File: config.mk
export PLATFORM = sky130hd
export DESIGN_NAME = ttd_front
export DESIGN_NICKNAME = d
export VERILOG_FILES = /design/src/rtl/ttd_pkg.sv /design/src/rtl/ttd_fifo.sv /design/src/rtl/ttd_front.sv
export SDC_FILE = /design/constraint.sdc
export NUM_CORES = 1
export LEC_CHECK = 0
export BUFFER_PORTS_ARGS = -buffer_cell sky130_fd_sc_hd__clkbuf_2
export CORE_ASPECT_RATIO = 0.6
export CORE_UTILIZATION = 50
export CTS_CLUSTER_DIAMETER = 80
export CTS_CLUSTER_SIZE = 16
export DETAILED_ROUTE_END_ITERATION = 7
export GPL_TIMING_DRIVEN = 1
export PLACE_DENSITY = 0.76
export SYNTH_ARGS = -nofsm -noshare
export SYNTH_HDL_FRONTEND = slang
export SYNTH_HIERARCHICAL = 1
export SYNTH_SLANG_ARGS = --single-unit
File: constraint.sdc
create_clock -name clk -period 9.3 [get_ports clk]
set_clock_uncertainty 0.05 [all_clocks]
set_input_delay 0.465 -clock clk [delete_from_list [all_inputs] [get_ports clk]]
set_output_delay 0.465 -clock clk [all_outputs]
set_load 0.02 [all_outputs]
File: src/rtl/ttd_pkg.sv
// shared types, constants and score helpers for the transposition table
`timescale 1ns / 1ps

package ttd_pkg;

	// configuration register indexes
	typedef enum logic [1:0] {
		REG_INDEX_BITS    = 2'd0,
		REG_WIN_THRESHOLD = 2'd1,
		REG_EMPTY_SCORE   = 2'd2,
		REG_EMPTY_EVAL    = 2'd3
	} cfg_reg_t;

	// item operation codes
	typedef enum logic {
		CMD_PROBE = 1'b0,
		CMD_STORE = 1'b1
	} cmd_t;

	localparam int CFG_IDX_W  = 2;
	localparam int CFG_DATA_W = 16;

	localparam logic [4:0]         RESET_INDEX_BITS    = 5'd16;
	localparam logic [14:0]        RESET_WIN_THRESHOLD = 15'd31000;
	localparam logic signed [15:0] RESET_EMPTY_SCORE   = 16'sh8000;
	localparam logic signed [15:0] RESET_EMPTY_EVAL    = 16'sh8000;

	localparam logic [5:0] AGE_MASK = 6'h3F;

	// queue depths between the parts
	localparam int FRONTQ_DEPTH = 4;
	localparam int OUTQ_DEPTH   = 4;
	localparam int OUTQ_CNT_W   = $clog2(OUTQ_DEPTH + 1);

	// one table entry as held in memory
	typedef struct packed {
		logic [31:0]        tag;
		logic signed [15:0] score;
		logic signed [15:0] eval;
		logic [7:0]         depth;
		logic [1:0]         bound;
		logic [5:0]         age;
		logic               mnull;
		logic [15:0]        move;
	} entry_t;

	// classified item handed from front to back (slot travels beside it)
	typedef struct packed {
		cmd_t               op;
		logic [31:0]        tag;
		logic signed [15:0] score_st;
		logic signed [15:0] eval;
		logic [1:0]         bound;
		logic [15:0]        move;
		logic               mnull;
		logic [7:0]         depth;
		logic [7:0]         ply;
		logic [5:0]         age;
	} item_t;

	// one result item
	typedef struct packed {
		logic               hit;
		logic signed [15:0] score_raw;
		logic signed [15:0] score_adj;
		logic signed [15:0] eval;
		logic [7:0]         depth;
		logic [1:0]         bound;
		logic [5:0]         age;
		logic [15:0]        move;
		logic               mnull;
	} res_t;

	// mate score shift by ply: away from zero on store, toward zero on probe
	function automatic logic signed [15:0] shift_mate(
		input logic signed [15:0] s,
		input logic [7:0]         ply,
		input logic [14:0]        thr,
		input logic               away
	);
		logic signed [16:0] mag;
		logic signed [17:0] wide;
		logic signed [17:0] plyw;
		logic signed [17:0] sum;
		logic               add;
		mag  = s[15] ? -(17'(s)) : 17'(s);
		wide = 18'(s);
		plyw = $signed({10'd0, ply});
		add  = ((s > 16'sd0) == away);
		sum  = add ? (wide + plyw) : (wide - plyw);
		if (mag < $signed({2'b00, thr})) begin
			shift_mate = s;
		end else if (sum > 18'sd32767) begin
			shift_mate = 16'sh7FFF;
		end else if (sum < -18'sd32768) begin
			shift_mate = 16'sh8000;
		end else begin
			shift_mate = sum[15:0];
		end
	endfunction

endpackage

File: src/rtl/ttd_fifo.sv
// small flop-based queue with count
`timescale 1ns / 1ps

module ttd_fifo #(
	parameter int WIDTH = 8,
	parameter int DEPTH = 4
) (
	input  logic                       clk,
	input  logic                       arst_n,
	input  logic                       push,
	input  logic [WIDTH-1:0]           wdata,
	input  logic                       pop,
	output logic [WIDTH-1:0]           rdata,
	output logic                       full,
	output logic                       empty,
	output logic [$clog2(DEPTH+1)-1:0] count
);

	localparam int AW = (DEPTH > 1) ? $clog2(DEPTH) : 1;
	localparam int CW = $clog2(DEPTH + 1);

	logic [WIDTH-1:0] mem_q [DEPTH];
	logic [AW-1:0]    wr_ptr_q;
	logic [AW-1:0]    rd_ptr_q;
	logic [CW-1:0]    count_q;
	logic             do_push;
	logic             do_pop;

	assign full    = (count_q == CW'(DEPTH));
	assign empty   = (count_q == '0);
	assign count   = count_q;
	assign rdata   = mem_q[rd_ptr_q];
	assign do_push = push && !full;
	assign do_pop  = pop && !empty;

	// storage
	always_ff @(posedge clk) begin
		if (do_push) begin
			mem_q[wr_ptr_q] <= wdata;
		end
	end

	// pointers and fill count
	always_ff @(posedge clk or negedge arst_n) begin
		if (!arst_n) begin
			wr_ptr_q <= '0;
			rd_ptr_q <= '0;
			count_q  <= '0;
		end else begin
			if (do_push) begin
				wr_ptr_q <= (wr_ptr_q == AW'(DEPTH - 1)) ? '0 : wr_ptr_q + 1'b1;
			end
			if (do_pop) begin
				rd_ptr_q <= (rd_ptr_q == AW'(DEPTH - 1)) ? '0 : rd_ptr_q + 1'b1;
			end
			if (do_push && !do_pop) begin
				count_q <= count_q + 1'b1;
			end else if (do_pop && !do_push) begin
				count_q <= count_q - 1'b1;
			end
		end
	end

endmodule

File: src/rtl/ttd_front.sv
// front part: accepts items, derives slot, tag and stored score, queues them
`timescale 1ns / 1ps

module ttd_front import ttd_pkg::*; #(
	parameter int ENTRY_INDEX_BITS = 16
) (
	input  logic                        clk,
	input  logic                        arst_n,
	input  logic                        push,
	output logic                        full,
	input  logic                        cmd,
	input  logic [63:0]                 key,
	input  logic signed [15:0]          score,
	input  logic signed [15:0]          eval,
	input  logic [1:0]                  bound_type,
	input  logic [15:0]                 best_move,
	input  logic                        move_is_null,
	input  logic [7:0]                  depth,
	input  logic [7:0]                  ply,
	input  logic [7:0]                  age,
	input  logic [4:0]                  index_bits,
	input  logic [14:0]                 win_threshold,
	input  logic                        clearing,
	input  logic                        q_pop,
	output logic                        q_empty,
	output logic [ENTRY_INDEX_BITS-1:0] q_slot,
	output item_t                       q_item
);

	localparam int IW = ENTRY_INDEX_BITS;
	localparam int QW = IW + $bits(item_t);

	logic [IW-1:0] mask;
	logic [IW-1:0] slot;
	item_t         item;
	logic          q_full;
	logic [QW-1:0] q_rdata;

	// index mask from index_bits, saturating at the table size
	always_comb begin
		for (int i = 0; i < IW; i++) begin
			mask[i] = (index_bits > 5'(i));
		end
	end

	assign slot = key[IW-1:0] & mask;

	// classify the item; mate scores get their ply shift here
	always_comb begin
		item.op       = cmd_t'(cmd);
		item.tag      = key[63:32];
		item.score_st = shift_mate(score, ply, win_threshold, 1'b1);
		item.eval     = eval;
		item.bound    = bound_type;
		item.move     = best_move;
		item.mnull    = move_is_null;
		item.depth    = depth;
		item.ply      = ply;
		item.age      = age[5:0] & AGE_MASK;
	end

	// no items while the table is being cleared
	assign full = clearing || q_full;

	ttd_fifo #(
		.WIDTH (QW),
		.DEPTH (FRONTQ_DEPTH)
	) u_queue (
		.clk    (clk),
		.arst_n (arst_n),
		.push   (push && !full),
		.wdata  ({slot, item}),
		.pop    (q_pop),
		.rdata  (q_rdata),
		.full   (q_full),
		.empty  (q_empty),
		.count  ()
	);

	assign q_slot = q_rdata[QW-1 -: IW];
	assign q_item = item_t'(q_rdata[$bits(item_t)-1:0]);

endmodule

Word-level counts from Yosys, hierarchy flattened
Memory sizes are Yosys's and may differ from the RTL's.
Index checks and enable logic that the tools add are counted.

word-level totals
  register bits = 7
  bits in writable memories = 488
  input bits = 165
  output and inout port bits = 124
  word-level logic and storage cells = 59
  memories kept = 1

cells by class
  add/sub/neg operators = 7
  magnitude comparators = 20
  equality and inequality tests = 3
  muxes and demuxes = 11
  bitwise gates (word level) = 1
  reduce and logical (&&, ||, !) cells = 13

memory list
  memory         words  bits a word  read ports  clocked after Yosys merged registers in  write ports  RTL line        source
  u_queue.mem_q  4      122          1           0                                        1            ttd_fifo.sv:22  logic [WIDTH-1:0] mem_q [DEPTH];

operator list
  cell                                                                                count
  16-bit 2-to-1 mux                                                                   3
  5-bit by 4-bit greater-than comparator with 1-bit output (second input constant)    8
  5-bit by 3-bit greater-than comparator with 1-bit output (second input constant)    4
  18-bit by 16-bit greater-than comparator with 1-bit output (second input constant)  1
  18-bit by 16-bit < comparator with 1-bit output (second input constant)             1
  18-bit 2-to-1 mux                                                                   1
  16-bit by 9-bit adder with 17-bit output                                            1
  17-bit by 16-bit < comparator with 1-bit output                                     1
  17-bit 2-to-1 mux                                                                   1
  16-bit negation with 17-bit output                                                  1
  16-bit by 9-bit subtractor with 17-bit output                                       1
  16-bit AND                                                                          1
  16-bit by 1-bit greater-than comparator with 1-bit output (second input constant)   1
  5-bit by 1-bit greater-than comparator with 1-bit output (second input constant)    2
  5-bit by 2-bit greater-than comparator with 1-bit output (second input constant)    2
  3-bit 2-to-1 mux                                                                    2
  1-bit logical AND                                                                   5
  1-bit zero test                                                                     5
  2-bit by 1-bit adder with 2-bit output (second input constant)                      2
  2-bit equality test (second input constant)                                         2
  2-bit 2-to-1 mux                                                                    2
  3-bit by 1-bit adder with 3-bit output (second input constant)                      1
  3-bit equality test (second input constant)                                         1
  3-bit zero test                                                                     1
  other kinds (4)                                                                     5

Longest topological paths before layout
  depth after elaboration = 9
  mapped depth = 17
  depth with buffers taken out = 15

By module
The synthesis kept the hierarchy.

by module, submodules not included
  module     times used  cells an instance  area each (um^2)  sequential area each (um^2)
  ttd_fifo   1           675                18024.8           14829.2
  ttd_front  1           333                2229.6            0.0

Worst setup path before layout
No wires, ideal clock.

  path kind = register -> register
  start point = register u_queue.count_q[2] (netlist: u_queue/count[2])
  end point = memory u_queue/mem_q[3][0] (netlist name), enable pin
  setup time = 0.607 ns
  data arrival time = 6.227 ns
  data required time = 8.643 ns
  setup slack = 2.416 ns
  stages on the path, launching flop included = 6
  buffers on the path = 0
  clock period less this slack = 6.884 ns
  path through = dfrtp_1 > nor3b_2 > or2_2 > nor2_1 > nand2_1 > nor2_1

on the way
  cells in the longest elaborated chain, start to end = 7
  elaborated cells between the ends (all ways) = 8
  classes of those cells = 1 x eq/ne; 2 x mux; 5 x reduce/logical

ends and longest elaborated chain
  element                                 RTL line         source
  start, declared                         ttd_fifo.sv:25   logic [CW-1:0] count_q;
  start signal, assigned                  ttd_fifo.sv:57   count_q <= count_q + 1'b1;
  start signal, assigned                  ttd_fifo.sv:59   count_q <= count_q - 1'b1;
  3-bit equality test                     ttd_fifo.sv:29   assign full = (count_q == CW'(DEPTH));
  named net q_full                        ttd_front.sv:36  logic q_full;
  1-bit logical OR                        ttd_front.sv:63  assign full = clearing || q_full;
  named net full                          ttd_front.sv:10  output logic full,
  1-bit zero test                         ttd_front.sv:71  .push (push && !full),
  1-bit logical AND                       ttd_front.sv:71
  1-bit logical AND                       ttd_fifo.sv:33   assign do_push = push && !full;
  1-bit 2-to-1 mux                        ttd_fifo.sv:38   if (do_push) begin
  1-bit 2-to-1 mux (not written as such)  ttd_fifo.sv:39   mem_q[wr_ptr_q] <= wdata;
  end, declared                           ttd_fifo.sv:22

The timed path passes the listed nets, and every way through them passes these cells.

==> reports/summary.txt <==
Die Footprint -> 41300 um^2
Switching share of total power -> 32.2%
Synth warn -> 6
Hold crit path type -> input port to flop
Most common cell after layout, fill and taps aside -> edfxtp_1
DR WL/cell -> 22.7 um
Core Area -> 39500 um^2
Post-synthesis simple-gate area fraction -> 2.64%
Fin Setup TNS -> 0 ns
Hold_sp -> key[35]
Max cap viols -> 0
Num CTS Buffers -> 36
DIE WIDTH -> 262 um
Area grow syn2layout -> 13.8%
EDFF count, synth -> 488
Critical path origin -> score[0]
Reg power frac -> 46.0%
Routability cong. -> 0.909
Most frequent cells in the layout -> edfxtp_1 (488), clkbuf_2 (270), mux4_2 (122), ha_1 (40), clkbuf_16 (37)
Synthesized net count -> 1215
Yosys cell types -> 60
Post-synthesis sequential area ratio -> 73.2%
DRC -> 0
Power Dens Cells -> 274 nW/um^2
Clock Tree Buf Depth -> 3
IO Port Bufs -> 270
Clk slew on worst S/H paths -> 0.07 ns
Top fanout value on the critical path -> 17
Synth Area in Compound Gates -> 4.25%
Iter 0 DRT Violations -> 783
Vias post-DR -> 10400
Cell area after synthesis -> 20300 um^2
Crit end category -> flop
Portion of netlist area occupied by mux cells -> 13.9%
Clock latency on the worst-skew pair -> 0.51 ns
Largest family of logic cells by synthesized area -> multiplexers
Synth Register Bits -> 495
H-tree depth -> 2
Chip height -> 158 um
Fin nets -> 1490
Tcrit/Tclk final -> 54.9%
Number of global-route vias before repair -> 10500
CP Class -> input port to flop
Type of origin of the critical path -> input port
Hold Vio Cnt, Final -> 0
Fmax -> 196 MHz
# Post-CTS Setup Buffers -> 0
Leakage power -> 8.00 nW
Layout cells sized above 1 -> 35.6%
Via-to-Cell Ratio -> 5.75
Starting density of the core -> 51.3%
Status -> finished clean
Ports -> 289
RSZ-0062 raised after global routing -> false
Maximum vdd drop -> 0.158 mV
FFs w/ async S/R, synth -> 1.41%
Largest net degree at the start of global routing -> 70
DP Wirelength -> 26600 um
Clk sinks -> 495
Crit path DAT -> 5.30 ns
GRT Resource Usage Total -> 20.0%
Synth Instances -> 1008
Avg Inst Size Synth -> 20.1 um^2
Total routed wirelength -> 41100 um
Setup slack, reg-to-reg -> 5.50 ns
Req. time, crit path -> 9.49 ns
Worst relative slew slack -> 24.8%
Post-DRT Antenna Nets -> 0
Cell Rows -> 56
Logic pwr share -> 31.9%
R2r startpoint -> u_queue/count[2]
Largest cells by area after synthesis -> edfxtp_1 (72%), mux4_2 (14%), ha_1 (2.5%)
Psw -> 2.04 mW
Top-area cell type share of the netlist area -> 72.3%
Final Power -> 6.32 mW
Slew @ Worst Pin -> 1.13 ns
First-pass GRT wire length -> 61600 um
Prevailing post-synth register cell -> edfxtp_1
Final Setup Violations -> 0
Initial antenna violation count -> 1
Cell taking the most area after synthesis -> edfxtp_1
CTS Root Cell -> clkbuf_16
Clk pwr share -> 22.1%
TritonCTS clock tree -> yes
Fin crit period -> 5.11 ns
DR pass1 iterations -> 5
Area share of fa/ha/maj cells after synthesis -> 2.67%
Final Slew Violations -> 0
Global route overflow -> 0
Xor-xnor portion of the synthesized cell area -> 1.51%
P_int -> 4.29 mW
## per-stage QoR
stage,cell area [um^2],setup WS [ns],cells,hold WS (ns),utilization (%)
2_1_floorplan,20300,2.42,1008,0.119,-
3_3_place_gp,22100,3.98,1766,0.261,55.9
3_5_place_dp,22100,3.80,1766,0.265,55.9
4_1_cts,23100,4.36,1811,0.0798,58.3
5_1_grt,23100,3.91,1811,0.0862,58.3
6_report,23100,4.19,1812,0.111,58.4
## path summary, 6_finish.rpt
check | endpoint | cells after the start
worst min-delay path | u_queue/mem_q[0][76] | 1
worst max register to register | u_queue/mem_q[1][29] | 6
worst min register to register | u_queue/count[2] | 1
worst max-delay path | u_queue/mem_q[3][71] | 15
min in group asynchronous | u_queue/count[2] | 2
max in group asynchronous | u_queue/rd_ptr_q[1] | 2
## area by class of cell
| type | count | area [um^2] |
|---|---|---|
| well taps | 522 | 653 |
| multi-input cells | 440 | 5070 |
| flip-flops and latches | 495 | 14800 |
| inverters | 29 | 109 |
| clock buffers | 44 | 952 |
| diodes | 1 | 2.50 |
| repair buffers | 281 | 1440 |
| fillers | 2913 | 16500 |
## critical path: stages
cell and delay [ns]:
clkbuf_2 0.14, inv_1 0.09, ha_1 0.25, nand3_1 0.16, or4_4 0.16, nor2b_1 0.87, mux2i_1 0.39, ha_1 0.38
nor2b_1 0.17, o2111ai_1 0.19, a21oi_1 0.45, nor4_1 0.16, a311oi_4 0.70, o21ai_2 0.20, o22ai_1 0.50
## power groups by stage
stage / logic (mW) / clock network, mW / registers [mW]
CTS: 2.05 / 1.44 / 2.92
global route: 2.16 / 1.52 / 2.94
floorplan: 1.53 / 0 / 2.86
global placement: 2.02 / 0 / 2.95
detailed placement: 2.04 / 0 / 2.97
finish: 2.02 / 1.40 / 2.91
## cell usage after synthesis (4+ instances only)
library cell  count
edfxtp_1        488
mux4_2          122
ha_1             40
a21oi_1          35
inv_1            29
nand2_1          29
nor2_1           27
o21ai_0          27
xnor2_1          24
buf_2            19
clkbuf_1         13
nor2b_1          13
a21o_1           12
xor2_1           11
buf_6             9
o31ai_1           9
dfrtp_1           7
a21boi_0          6
o21a_1            6
and2_1            5
nand3_1           5
nor3_1            5
o22ai_1           5
a211oi_1          4
a31oi_1           4
mux2_2            4
nand4_1           4
## routing by layer
layer	up-vias	wire (um)	track usage, %
li1	4664	-	-
met1	5366	18800	30.6
met2	341	18500	29.4
met3	50	3270	4.76
met4	0	523	3.60
met5	-	0	0
## state kept, by name, indices dropped and copies added, names as in the netlist
register / flops
u_queue/rd_ptr_q: 2
u_queue/mem_q: 488
u_queue/wr_ptr_q: 2
u_queue/count: 3
## what timing repair did
action | in CTS | in global routing
hold endpoints to repair | 7 | 0
gates resized for setup | 0 | 0
hold buffers | 1 | 0
## logic make-up (layout without fill, tap and decap cells)
logic type / count (synthesis) / count (layout)
flip-flops: 495 / 495
AO/OA/AOI/OAI: 129 / 129
multiplexers: 128 / 128
AND/OR/NAND/NOR: 106 / 106
buffers and inverters: 73 / 354
adder cells (fa/ha/maj): 42 / 42
XOR/XNOR: 35 / 35
other: 0 / 1
(Power assumes the default switching activity.)
